File: config.mk
export PLATFORM = sky130hd
export DESIGN_NAME = ascii_offset_pair_line_parser_unit
export DESIGN_NICKNAME = d
export VERILOG_FILES = /design/src/rtl/aopp_pkg.sv /design/src/rtl/aopp_num.sv /design/src/rtl/aopp_obuf.sv /design/src/rtl/ascii_offset_pair_line_parser_unit.sv
export SDC_FILE = /design/constraint.sdc
export NUM_CORES = 1
export LEC_CHECK = 0
export BUFFER_PORTS_ARGS = -buffer_cell sky130_fd_sc_hd__buf_2
export CAP_MARGIN = 20
export CORE_ASPECT_RATIO = 1.4
export CORE_MARGIN = 2
export CORE_UTILIZATION = 56
export CTS_BUF_LIST = sky130_fd_sc_hd__clkbuf_2
export CTS_CLUSTER_DIAMETER = 150
export DETAILED_ROUTE_END_ITERATION = 12
export GPL_ROUTABILITY_DRIVEN = 1
export PLACE_DENSITY_LB_ADDON = 0.25
export SLEW_MARGIN = 20
export SYNTH_ARGS = -nofsm -noshare
export SYNTH_HDL_FRONTEND = slang
export SYNTH_SLANG_ARGS = --single-unit
File: constraint.sdc
create_clock -name aclk -period 4.5 [get_ports aclk]
set_input_delay 0.675 -clock aclk [delete_from_list [all_inputs] [get_ports aclk]]
set_output_delay 0.675 -clock aclk [all_outputs]
set_load 0.01 [all_outputs]
File: src/rtl/aopp_pkg.sv
// Shared types, character codes and helpers for the offset pair line parser.
package aopp_pkg;

    localparam logic [7:0] CH_CR    = 8'h0D;
    localparam logic [7:0] CH_LF    = 8'h0A;
    localparam logic [7:0] CH_COMMA = 8'h2C;
    localparam logic [7:0] CH_NUL   = 8'h00;
    localparam logic [7:0] CH_PLUS  = 8'h2B;
    localparam logic [7:0] CH_MINUS = 8'h2D;
    localparam logic [7:0] CH_SPACE = 8'h20;
    localparam logic [7:0] CH_TAB   = 8'h09;
    localparam logic [7:0] CH_VT    = 8'h0B;
    localparam logic [7:0] CH_FF    = 8'h0C;
    localparam logic [7:0] CH_ZERO  = 8'h30;
    localparam logic [7:0] CH_NINE  = 8'h39;

    typedef enum logic [1:0] {
        PH_SKIP   = 2'd0,
        PH_SIGN   = 2'd1,
        PH_DIGITS = 2'd2,
        PH_DONE   = 2'd3
    } num_phase_t;

    typedef struct packed {
        logic feed;
        logic restart;
    } num_ctrl_t;

    function automatic logic is_blank(input logic [7:0] c);
        return (c == CH_SPACE) || (c == CH_TAB) || (c == CH_VT) || (c == CH_FF);
    endfunction

    function automatic logic is_digit(input logic [7:0] c);
        return (c >= CH_ZERO) && (c <= CH_NINE);
    endfunction

endpackage

File: src/rtl/aopp_num.sv
// Decimal value accumulator: blank skip, sign, saturating digit accumulation.
module aopp_num #(
    parameter int VALUE_BITS = 16
) (
    input  logic                    aclk,
    input  logic                    aresetn,
    input  aopp_pkg::num_ctrl_t     ctrl,
    input  logic [7:0]              char_in,
    output logic [VALUE_BITS-1:0]   value
);
    import aopp_pkg::*;

    localparam int ACC_W = VALUE_BITS + 4;
    localparam logic [VALUE_BITS-1:0] LIMIT = VALUE_BITS'(1) << (VALUE_BITS - 1);
    localparam logic [ACC_W-1:0] CAP = ACC_W'(LIMIT) + ACC_W'(1);

    num_phase_t              phase_reg, phase_next;
    logic                    neg_reg, neg_next;
    logic [VALUE_BITS-1:0]   mag_reg, mag_next;

    logic [ACC_W-1:0]        mag_wide;
    logic [ACC_W-1:0]        acc_sum;
    logic [VALUE_BITS-1:0]   acc_sat;
    logic [VALUE_BITS-1:0]   sat_mag;
    logic                    digit;
    logic                    sign_char;

    assign digit     = is_digit(char_in);
    assign sign_char = (char_in == CH_PLUS) || (char_in == CH_MINUS);

    // magnitude * 10 + digit as shift-add
    assign mag_wide = ACC_W'(mag_reg);
    assign acc_sum  = (mag_wide << 3) + (mag_wide << 1) + ACC_W'(char_in[3:0]);
    assign acc_sat  = (acc_sum > CAP) ? CAP[VALUE_BITS-1:0] : acc_sum[VALUE_BITS-1:0];

    // next state
    always_comb begin
        phase_next = phase_reg;
        if (ctrl.restart) begin
            phase_next = PH_SKIP;
        end else if (ctrl.feed) begin
            unique case (phase_reg)
                PH_SKIP: begin
                    if (is_blank(char_in)) begin
                        phase_next = PH_SKIP;
                    end else if (sign_char) begin
                        phase_next = PH_SIGN;
                    end else if (digit) begin
                        phase_next = PH_DIGITS;
                    end else begin
                        phase_next = PH_DONE;
                    end
                end
                PH_SIGN, PH_DIGITS: begin
                    phase_next = digit ? PH_DIGITS : PH_DONE;
                end
                PH_DONE: begin
                    phase_next = PH_DONE;
                end
                default: begin
                    phase_next = PH_DONE;
                end
            endcase
        end
    end

    // datapath updates
    always_comb begin
        neg_next = neg_reg;
        mag_next = mag_reg;
        if (ctrl.restart) begin
            neg_next = 1'b0;
            mag_next = '0;
        end else if (ctrl.feed) begin
            unique case (phase_reg)
                PH_SKIP: begin
                    if (!is_blank(char_in) && sign_char) begin
                        neg_next = (char_in == CH_MINUS);
                    end else if (digit) begin
                        mag_next = acc_sat;
                    end
                end
                PH_SIGN, PH_DIGITS: begin
                    if (digit) begin
                        mag_next = acc_sat;
                    end
                end
                PH_DONE: begin
                    mag_next = mag_reg;
                end
                default: begin
                    mag_next = mag_reg;
                end
            endcase
        end
    end

    always_ff @(posedge aclk) begin
        if (!aresetn) begin
            phase_reg <= PH_SKIP;
            neg_reg   <= 1'b0;
            mag_reg   <= '0;
        end else begin
            phase_reg <= phase_next;
            neg_reg   <= neg_next;
            mag_reg   <= mag_next;
        end
    end

    // saturated two's complement view
    always_comb begin
        if (neg_reg) begin
            sat_mag = (mag_reg > LIMIT) ? LIMIT : mag_reg;
            value   = VALUE_BITS'(0) - sat_mag;
        end else begin
            sat_mag = (mag_reg > (LIMIT - VALUE_BITS'(1))) ? (LIMIT - VALUE_BITS'(1)) : mag_reg;
            value   = sat_mag;
        end
    end

endmodule

File: src/rtl/aopp_obuf.sv
// Result register: holds one beat, refills in the cycle it drains.
module aopp_obuf #(
    parameter int DATA_W = 32
) (
    input  logic              aclk,
    input  logic              aresetn,
    input  logic              in_valid,
    output logic              in_ready,
    input  logic [DATA_W-1:0] in_data,
    output logic              out_valid,
    input  logic              out_ready,
    output logic [DATA_W-1:0] out_data
);
    logic              valid_reg, valid_next;
    logic [DATA_W-1:0] data_reg, data_next;

    assign in_ready  = !valid_reg || out_ready;
    assign out_valid = valid_reg;
    assign out_data  = data_reg;

    always_comb begin
        valid_next = valid_reg;
        data_next  = data_reg;
        if (in_valid && in_ready) begin
            valid_next = 1'b1;
            data_next  = in_data;
        end else if (out_ready) begin
            valid_next = 1'b0;
        end
    end

    always_ff @(posedge aclk) begin
        if (!aresetn) begin
            valid_reg <= 1'b0;
        end else begin
            valid_reg <= valid_next;
        end
    end

    always_ff @(posedge aclk) begin
        data_reg <= data_next;
    end

endmodule

File: src/rtl/ascii_offset_pair_line_parser_unit.sv
// A terminator beat's result is registered and appears on m_tvalid in the cycle after it is accepted.
// Throughput: one byte per cycle; s_tready drops only while a result is held and m_tready is low.
// The result register is the only stage; line and value state update at the input handshake.
// Reset: aresetn synchronous active low, clears line state, value state and result valid.
// Top level of the offset pair line parser.
module ascii_offset_pair_line_parser_unit #(
    parameter int MAX_LINE   = 64,
    parameter int VALUE_BITS = 16
) (
    input  logic                                  aclk,
    input  logic                                  aresetn,
    input  logic                                  s_tvalid,
    output logic                                  s_tready,
    input  logic [7:0]                            s_tdata,  // [7:0] rx_byte
    output logic                                  m_tvalid,
    input  logic                                  m_tready,
    output logic [((2*VALUE_BITS+7)/8)*8-1:0]     m_tdata   // offset_x, offset_y, zero pad
);
    import aopp_pkg::*;

    localparam int CNT_W = $clog2(MAX_LINE + 1);
    localparam int OUT_W = ((2*VALUE_BITS+7)/8)*8;
    localparam int PAD_W = OUT_W - 2*VALUE_BITS;

    logic [CNT_W-1:0]      line_count_reg, line_count_next;
    logic                  too_long_reg, too_long_next;
    logic                  after_comma_reg, after_comma_next;
    logic                  ended_reg, ended_next;
    logic [VALUE_BITS-1:0] first_reg, first_next;

    num_ctrl_t             num_ctrl;
    logic [VALUE_BITS-1:0] cur_value;
    logic                  beat_in;
    logic                  is_term;
    logic                  emit;
    logic [OUT_W-1:0]      result;

    assign beat_in = s_tvalid && s_tready;
    assign is_term = (s_tdata == CH_CR) || (s_tdata == CH_LF);
    assign emit    = beat_in && is_term && !too_long_reg && after_comma_reg;

    generate
        if (PAD_W > 0) begin : g_pad
            assign result = {{PAD_W{1'b0}}, cur_value, first_reg};
        end else begin : g_nopad
            assign result = {cur_value, first_reg};
        end
    endgenerate

    always_comb begin
        line_count_next  = line_count_reg;
        too_long_next    = too_long_reg;
        after_comma_next = after_comma_reg;
        ended_next       = ended_reg;
        first_next       = first_reg;
        num_ctrl         = '0;
        if (beat_in) begin
            if (is_term) begin
                line_count_next  = '0;
                too_long_next    = 1'b0;
                after_comma_next = 1'b0;
                ended_next       = 1'b0;
                first_next       = '0;
                num_ctrl.restart = 1'b1;
            end else begin
                if (line_count_reg >= CNT_W'(MAX_LINE - 1)) begin
                    too_long_next = 1'b1;
                end
                if (line_count_reg < CNT_W'(MAX_LINE)) begin
                    line_count_next = line_count_reg + CNT_W'(1);
                end
                if (!ended_reg) begin
                    if (s_tdata == CH_NUL) begin
                        ended_next = 1'b1;
                    end else if ((s_tdata == CH_COMMA) && !after_comma_reg) begin
                        first_next       = cur_value;
                        after_comma_next = 1'b1;
                        num_ctrl.restart = 1'b1;
                    end else begin
                        num_ctrl.feed = 1'b1;
                    end
                end
            end
        end
    end

    always_ff @(posedge aclk) begin
        if (!aresetn) begin
            line_count_reg  <= '0;
            too_long_reg    <= 1'b0;
            after_comma_reg <= 1'b0;
            ended_reg       <= 1'b0;
            first_reg       <= '0;
        end else begin
            line_count_reg  <= line_count_next;
            too_long_reg    <= too_long_next;
            after_comma_reg <= after_comma_next;
            ended_reg       <= ended_next;
            first_reg       <= first_next;
        end
    end

    aopp_num #(
        .VALUE_BITS(VALUE_BITS)
    ) u_num (
        .aclk    (aclk),
        .aresetn (aresetn),
        .ctrl    (num_ctrl),
        .char_in (s_tdata),
        .value   (cur_value)
    );

    aopp_obuf #(
        .DATA_W(OUT_W)
    ) u_obuf (
        .aclk      (aclk),
        .aresetn   (aresetn),
        .in_valid  (emit),
        .in_ready  (s_tready),
        .in_data   (result),
        .out_valid (m_tvalid),
        .out_ready (m_tready),
        .out_data  (m_tdata)
    );

    a_emit_on_term: assert property (@(posedge aclk) disable iff (!aresetn)
        emit |-> is_term)
        else $error("result loaded on a non-terminator beat");

    a_term_clears: assert property (@(posedge aclk) disable iff (!aresetn)
        (beat_in && is_term) |=> (line_count_reg == '0) && !after_comma_reg && !ended_reg)
        else $error("line state not cleared after terminator");

    a_long_count: assert property (@(posedge aclk) disable iff (!aresetn)
        too_long_reg |-> (line_count_reg == CNT_W'(MAX_LINE)))
        else $error("long line flag without saturated count");

    a_ready_free: assert property (@(posedge aclk) disable iff (!aresetn)
        !m_tvalid |-> s_tready)
        else $error("input stalled with empty result register");

    a_emit_shows: assert property (@(posedge aclk) disable iff (!aresetn)
        emit |=> m_tvalid)
        else $error("loaded result not presented");

endmodule
==> results of run 1 <==
==> per-layer routing <==
layer	part of all wire [%]	vias to the layer above	track usage, %
met5	0	-	0
met4	3.0	0	10.28
met3	5.2	21	4.538
met2	52	107	42.33
met1	40	1820	28.26
li1	-	1920	-
==> critical path: cells and delay by family, from the launching register on <==
family	cells	cell delay, ps
AO/OA/AOI/OAI	5	1210
adder cells (fa/ha/maj)	2	950
buffers and inverters	1	100
flip-flops	1	580
multiplexers	1	350
AND/OR/NAND/NOR	2	690
==> cells in the mapped netlist, types with 9 or more instances <==
| cell | instances | area [µm²] |
|---|---|---|
| sky130_fd_sc_hd__o21ai_0 | 22 | 110.1 |
| sky130_fd_sc_hd__clkbuf_1 | 17 | 63.81 |
| sky130_fd_sc_hd__inv_1 | 19 | 71.32 |
| sky130_fd_sc_hd__a22o_1 | 23 | 201.4 |
| sky130_fd_sc_hd__nand2_1 | 42 | 157.7 |
| sky130_fd_sc_hd__edfxtp_1 | 32 | 960.9 |
| sky130_fd_sc_hd__ha_1 | 35 | 437.9 |
| sky130_fd_sc_hd__a21oi_1 | 36 | 180.2 |
| sky130_fd_sc_hd__nor2_1 | 42 | 157.7 |
| sky130_fd_sc_hd__dfxtp_1 | 46 | 920.9 |
| sky130_fd_sc_hd__nor3_1 | 9 | 45.04 |
| sky130_fd_sc_hd__nand3_1 | 13 | 65.06 |
| sky130_fd_sc_hd__nor2b_1 | 11 | 68.82 |
| sky130_fd_sc_hd__nand2b_1 | 10 | 62.56 |
==> through the flow <==
stage	setup WS [ps]	utilization, %
2_1_floorplan	167.2	-
3_3_place_gp	331.6	60.91
3_5_place_dp	270.6	60.91
4_1_cts	535.6	62.36
5_1_grt	304.6	62.36
6_report	500.7	62.36
==> path summary, 6_finish.rpt <==
path / cells after the start / endpoint / from / slack (ps)
setup / recovery: 11 / u_num.mag_reg[15] / u_num.mag_reg[2] / 500
hold / removal: 2 / u_obuf.out_valid / aresetn / 390
setup reg to reg: 11 / u_num.mag_reg[15] / u_num.mag_reg[2] / 500
hold reg to reg: 0 / u_obuf.out_data[15] / first_reg[15] / 460
==> cells by family after synthesis <==
logic type / after synthesis
multiplexers: 4
adder cells (fa/ha/maj): 37
AO/OA/AOI/OAI: 144
buffers and inverters: 38
AND/OR/NAND/NOR: 174
flip-flops: 78
XOR/XNOR: 15
==> layout make-up <==
| class | instances | share of cell area (%) |
|---|---|---|
| Clock buffer | 9 | 0.8918 |
| Timing Repair Buffer | 48 | 4.905 |
| Sequential cell | 78 | 37.26 |
| Clock inverter | 7 | 1.437 |
| Multi-Input combinational cell | 374 | 51.50 |
| Inverter | 20 | 1.486 |
| Tap cell | 102 | 2.527 |
==> power groups by stage <==
stage,clock (mW),combinational (mW),sequential [mW]
after floorplan,0,0.0506,0.753
after global placement,0,0.0688,0.754
after detailed placement,0,0.0708,0.754
after CTS,0.378,0.0712,0.739
after global routing,0.410,0.0806,0.740
final,0.373,0.0716,0.739
==> metrics.log, run 1 <==
INFO  metric run_status = completed
INFO  metric layout-area-overhead-vs-synth = 9.285%
INFO  metric overflow = 0
INFO  metric path_cells = inv_1, fa_1, fa_1, nand2b_1, a21oi_1, o21a_1, o31a_1, a41o_1, mux2_4, or4b_1, o221a_2
INFO  metric layout.cells.most_common_list = sky130_fd_sc_hd__dfxtp_1, sky130_fd_sc_hd__buf_2, sky130_fd_sc_hd__nand2_1, sky130_fd_sc_hd__nor2_1, sky130_fd_sc_hd__a21oi_1
INFO  metric clock_tree.htree_level_count = 3
INFO  metric cp.required = 4930 ps
INFO  metric critical_path.most_common_cell = sky130_fd_sc_hd__fa_1
INFO  metric ios = 46
INFO  metric cts_tree = done
INFO  metric wl_per_cell = 16.04 µm
INFO  metric timing.critical_path.slowest_cell_delay = 580 ps
INFO  metric filler_cell_count = 705
INFO  metric post-route-drc-count = 0
INFO  metric power.ir.vdd_worst = 0.0001912 V
INFO  metric avgSynthCellArea = 9.433 µm²
INFO  metric layout-drive-gt1-share = 15.67%
INFO  metric synth.cell_area = 4622 µm²
INFO  metric synthMuxAreaShare = 1.002%
INFO  metric multi_input_comb_area = 2601 µm²
INFO  metric seq_area = 1882 µm²
INFO  metric power.net_switching = 0.2919 mW
INFO  metric drt_pass1_iterations = 6
INFO  metric clkLatencyLatePin = 530 ps
INFO  metric rsz_0062_raised_after_global_routing = false
INFO  metric via_count = 3868
INFO  metric antennaDiodeCount = 0
INFO  metric power.share.combinational = 6.1%
INFO  metric worst-slew-pin-transition = 746.2 ps
INFO  metric synth-compound-area-share = 21.90%
INFO  metric global_route.usage.total = 24.15%
INFO  metric synth.net_count = 539
INFO  metric grt_start_max_net_pins = 34
INFO  metric synth_cell_types = 70
INFO  metric routed_wl = 10.23 mm
INFO  metric fmaxAchievable = 0.2500 GHz
INFO  metric power.share.clock = 31.5%
INFO  metric hold_path.class = input pin to register
INFO  metric design_power_total = 1.184 mW
INFO  metric finalWorstPathRequiredPeriod = 3999 ps
INFO  metric cts_made_buffers = 9
INFO  metric dp.cells = 622
INFO  metric grt_antenna_before_repair = 0
INFO  metric number_of_hold_violations_in_the_final_report = 0
INFO  metric synth_xor_xnor_area_share = 2.842%
INFO  metric yosys.area_share.simple = 20.09%
INFO  metric initial_utilization = 57.06%
INFO  metric finalSetupViolations = 0
INFO  metric crit_path_start_kind = register
INFO  metric critPathSlowestCell = sky130_fd_sc_hd__dfxtp_1
INFO  metric drv_slew = 0
INFO  metric timing.critical_path.fanout_max = 8
INFO  metric largest_register_ff_count = 32
INFO  metric worst-setup-path-type = register to register
INFO  metric fraction_of_registers_with_async_set_or_reset_after_synthesis = 0%
INFO  metric clk_path_buf_depth = 2
INFO  metric period_share = 88.87%
INFO  metric dieArea = 9007 µm²
INFO  metric io_buffers = 45
INFO  metric setup_tns = 0 ps
INFO  metric design_area = 5051 µm²
INFO  metric synthCells = 490
INFO  metric final-instance-count-excl-fill = 638
INFO  metric post_synth_edffs = 32
INFO  metric synth_seq_cells = 78
INFO  metric drtAntennaViolNets = 0
INFO  metric fp.coreArea = 8100 µm²
INFO  metric synth-warning-count = 0
INFO  metric holdWs = 387.6 ps
INFO  metric cp.arrival = 4430 ps
INFO  metric cts-hold-fix-buffers = 0
INFO  metric estimated_wirelength_of_the_detail_placed_design = 7.832 mm
INFO  metric first_pass_grt_wire_length = 17.06 mm
INFO  metric reported_leakage_power = 2.295 nW
INFO  metric cts.sinks = 78
INFO  metric synth_seq_area_share = 40.71%
INFO  metric gpl.final_weighted_congestion = 0.9638
INFO  metric timing.slew.headroom = 50.07%
INFO  metric synth_adder_area_share = 10.34%
INFO  metric power_report.internal_total = 0.8918 mW
INFO  metric setup.worst_path.end_class = register
INFO  metric max-cap-violations = 0
INFO  metric cts-resized-gates = 0
INFO  metric clkTransAtPathRegs = 220 ps
INFO  metric viasPerCell = 6.063
INFO  metric fp-row-count = 39
INFO  metric grt_pass1_vias = 3689
INFO  metric root_buffer = sky130_fd_sc_hd__clkbuf_2
INFO  metric pwr_density_cell = 234.4 nW/µm²
INFO  metric mostFrequentLayoutCell = sky130_fd_sc_hd__dfxtp_1
INFO  metric die_h = 111.5 µm
INFO  metric power.share.sequential = 62.4%
INFO  metric starting_drc_count_in_detailed_routing = 201
INFO  metric placed_area = 4933 µm²
INFO  metric p_sw_share = 24.66%
INFO  metric chipWidth = 80.78 µm
INFO  metric fin_nets = 580
INFO  metric postCtsSetupRepairBufs = 0
INFO  metric ys.flop_type = sky130_fd_sc_hd__dfxtp_1
INFO  metric synth_top_family_by_area = compound AO/OA/AOI/OAI gates
INFO  metric skew = 34.15 ps
Power figures use the tool's default switching activity.
==> run 2, diff against run 1 <==
--- a/config.mk
+++ b/config.mk
@@ -6,12 +6,12 @@
 export NUM_CORES = 1
 export LEC_CHECK = 0
-export BUFFER_PORTS_ARGS = -buffer_cell sky130_fd_sc_hd__buf_2
 export CAP_MARGIN = 20
 export CORE_ASPECT_RATIO = 1.4
 export CORE_MARGIN = 2
-export CORE_UTILIZATION = 56
+export CORE_UTILIZATION = 60
 export CTS_BUF_LIST = sky130_fd_sc_hd__clkbuf_2
 export CTS_CLUSTER_DIAMETER = 150
 export DETAILED_ROUTE_END_ITERATION = 12
+export DONT_BUFFER_PORTS = 1
 export GPL_ROUTABILITY_DRIVEN = 1
 export PLACE_DENSITY_LB_ADDON = 0.25
==> constraint.sdc (replaced) <==
create_clock -name aclk -period 4.5 [get_ports aclk]
set_input_delay 0.675 -clock aclk [delete_from_list [all_inputs] [get_ports aclk]]
set_output_delay 0.675 -clock aclk [all_outputs]
set_load 0.005 [all_outputs]
==> run 2 against run 1 <==
Net effect:
- routed wire length up 7.9%
- clock skew down 11 ps
- cell count down 7.4%
- hold slack worse by 180 ps
- maximum frequency down 0.16%
- sequential share of layout area up 1.0 points
- largest cell class unchanged
- count of clock-buffer cells in the layout unchanged
- sequential cell count unchanged
- sequential power about the same
- first-iteration DRC count down 17%
- setup slack worse by 6.3 ps
- power up 16%
==> metrics.log, run 2 (synthesis gave the netlist of run 1 again) <==
INFO  metric run_status = completed
INFO  metric reported_leakage_power = 2.124 nW (-7.4%)
INFO  metric grt_pass1_vias = 3793 (+2.8%)
INFO  metric initial_utilization = 62.40% (+5.3 points)
INFO  metric grt_antenna_before_repair = 0 (unchanged)
INFO  metric power.share.combinational = 4.7% (-1.4 points)
INFO  metric drtAntennaViolNets = 0 (unchanged)
INFO  metric fp.coreArea = 7407 µm² (-8.6%)
INFO  metric chipWidth = 78.18 µm (-3.2%)
INFO  metric clkTransAtPathRegs = 240 ps (+20 ps)
INFO  metric ios = 46 (unchanged)
INFO  metric max-cap-violations = 0 (unchanged)
INFO  metric number_of_hold_violations_in_the_final_report = 0 (unchanged)
INFO  metric critical_path.most_common_cell = sky130_fd_sc_hd__fa_1
INFO  metric fp-row-count = 37 (-5.1%)
INFO  metric reg2reg_to = u_num.mag_reg[15]
INFO  metric cp.required = 4980 ps (+50 ps)
INFO  metric antennaDiodeCount = 0 (unchanged)
INFO  metric rsz_0062_raised_after_global_routing = false
INFO  metric cpLargestDelayFamily = compound AO/OA/AOI/OAI gates
INFO  metric estimated_wirelength_of_the_detail_placed_design = 8.360 mm (+6.7%)
INFO  metric cp.arrival = 4490 ps (+60 ps)
INFO  metric hold_path.class = input pin to register
INFO  metric crit_path_end = u_num.mag_reg[15]
INFO  metric timing.critical_path.fanout_max = 8 (unchanged)
INFO  metric p_sw_share = 22.62% (-2.0 points)
INFO  metric cts.sinks = 78 (unchanged)
INFO  metric cts-hold-fix-buffers = 0 (unchanged)
INFO  metric cts_made_buffers = 9 (unchanged)
INFO  metric fin_nets = 538 (-7.2%)
INFO  metric dieArea = 8431 µm² (-6.4%)
INFO  metric finalSetupViolations = 0 (unchanged)
INFO  metric path_cells = inv_1, fa_1, fa_1, nand2b_1, a21oi_1, o21a_1, o31a_1, a41o_1, mux2_4, or4b_1, o221a_2
INFO  metric layout-area-overhead-vs-synth = 6.307%
INFO  metric pwr_density_cell = 278.6 nW/µm² (+19%)
INFO  metric clock_tree.htree_level_count = 3 (unchanged)
INFO  metric via_count = 3783 (-2.2%)
INFO  metric power.share.sequential = 54.0% (-8.4 points)
INFO  metric final-instance-count-excl-fill = 591 (-7.4%)
INFO  metric reg2reg_depth = 11 (unchanged)
INFO  metric crit-reg2reg-launch = u_num.mag_reg[2]
INFO  metric power.net_switching = 0.3098 mW (+6.1%)
INFO  metric filler_cell_count = 607 (-14%)
INFO  metric root_buffer = sky130_fd_sc_hd__clkbuf_2
INFO  metric setup_tns = 0 ps (unchanged)
INFO  metric design_power_total = 1.369 mW (+16%)
INFO  metric power.share.clock = 41.3% (+9.8 points)
INFO  metric worst-setup-path-type = register to register
INFO  metric starting_drc_count_in_detailed_routing = 167 (-17%)
INFO  metric skew = 23.18 ps (-10.96 ps)
INFO  metric mostFrequentLayoutCell = sky130_fd_sc_hd__dfxtp_1
INFO  metric drt_pass1_iterations = 4 (-2)
INFO  metric ff_to_ff_setup_slack = 490 ps (about the same)
INFO  metric first_pass_grt_wire_length = 18.24 mm (+6.9%)
INFO  metric io_buffers = 0 (-100%)
INFO  metric critPathSlowestCell = sky130_fd_sc_hd__dfxtp_1
INFO  metric crit_start = u_num.mag_reg[2]
INFO  metric critical_path_buf_inv_count = 1 (unchanged)
INFO  metric largest_register_ff_count = 32 (unchanged)
INFO  metric layout-drive-gt1-share = 8.704% (-7.0 points)
INFO  metric dp.cells = 575 (-7.6%)
INFO  metric timing.slew.headroom = 46.73% (-3.3 points)
INFO  metric routed_wl = 11.05 mm (+7.9%)
INFO  metric fmaxAchievable = 0.2497 GHz (-0.16%)
INFO  metric crit_path_setup_slack_layout = 494.5 ps (-6.261 ps)
INFO  metric cts-resized-gates = 0 (unchanged)
INFO  metric post-route-drc-count = 0 (unchanged)
INFO  metric power.ir.vdd_worst = 0.0001851 V (-3.2%)
INFO  metric clkLatencyLatePin = 560 ps (+30 ps)
INFO  metric worst-slew-pin-transition = 796.1 ps (+49.86 ps)
INFO  metric gpl.final_weighted_congestion = 0.9491 (-1.5%)
INFO  metric postCtsSetupRepairBufs = 0 (unchanged)
INFO  metric period_share = 89.01% (+0.14 points)
INFO  metric power_report.internal_total = 1.059 mW (+19%)
INFO  metric setup.worst_path.end_class = register
INFO  metric die_h = 107.9 µm (-3.3%)
INFO  metric timing.critical_path.depth = 11 (unchanged)
INFO  metric viasPerCell = 6.401 (+5.6%)
INFO  metric wl_per_cell = 18.69 µm (+17%)
INFO  metric detailedPlace.worstSlack = 398.0 ps (+127.4 ps)
INFO  metric cts_tree = done
INFO  metric grt_start_max_net_pins = 34 (unchanged)
INFO  metric crit_path_start_kind = register
INFO  metric drv_slew = 0 (unchanged)
INFO  metric overflow = 0 (unchanged)
INFO  metric layout.cells.most_common_list = sky130_fd_sc_hd__dfxtp_1, sky130_fd_sc_hd__nand2_1, sky130_fd_sc_hd__nor2_1
INFO  metric clk_path_buf_depth = 2 (unchanged)
INFO  metric timing.critical_path.slowest_cell_delay = 580 ps (about the same)
INFO  metric finalWorstPathRequiredPeriod = 4006 ps (+6.261 ps)
INFO  metric global_route.usage.total = 28.05% (+3.9 points)
-- run 2: power by group through the flow --
stage | combinational (mW) | clock (mW) | sequential, mW
after floorplan | 0.0506 | 0 | 0.753
after global placement | 0.0626 | 0 | 0.753
after detailed placement | 0.0644 | 0 | 0.754
after CTS | 0.0648 | 0.567 | 0.739
after global routing | 0.0726 | 0.598 | 0.740
final | 0.0650 | 0.565 | 0.739
-- run 2: area by class of cell --
type / instances / area [µm²] / area share, %
Clock buffer: 9 / 45.04 / 0.9167
Clock inverter: 7 / 143.9 / 2.928
Inverter: 20 / 75.07 / 1.528
Multi-Input combinational cell: 374 / 2601 / 52.94
Sequential cell: 78 / 1882 / 38.30
Tap cell: 97 / 121.4 / 2.470
Timing Repair Buffer: 6 / 45.04 / 0.9167
-- run 2: worst min-delay path by stage --
| stage | start | to | cells past startpoint |
|---|---|---|---|
| floorplan | first_reg[0] | u_obuf.out_data[0] | 0 |
| global placement | first_reg[12] | u_obuf.out_data[12] | 0 |
| detailed placement | first_reg[6] | u_obuf.out_data[6] | 0 |
| CTS | aresetn | line_count_reg[0] | 1 |
| global route | aresetn | u_obuf.out_valid | 1 |
| finish | aresetn | line_count_reg[0] | 1 |
-- run 2: stage by stage --
stage | util, % | area, µm² | hold WS [ps]
floorplan | - | 4622 | 408.6
global placement | 63.78 | 4725 | 415.5
detailed placement | 63.78 | 4725 | 420.6
CTS | 66.33 | 4913 | 202.1
global route | 66.33 | 4913 | 199.5
finish | 66.33 | 4913 | 207.6
-- run 2: metal layers --
metal  wire (µm)  vias up  global-route usage, %
met2        5984      105                  52.83
met1        4304     1815                  30.21
met5           0        -                      0
li1            -     1830                      -
met4         398        0                  14.16
met3         358       33                  3.775
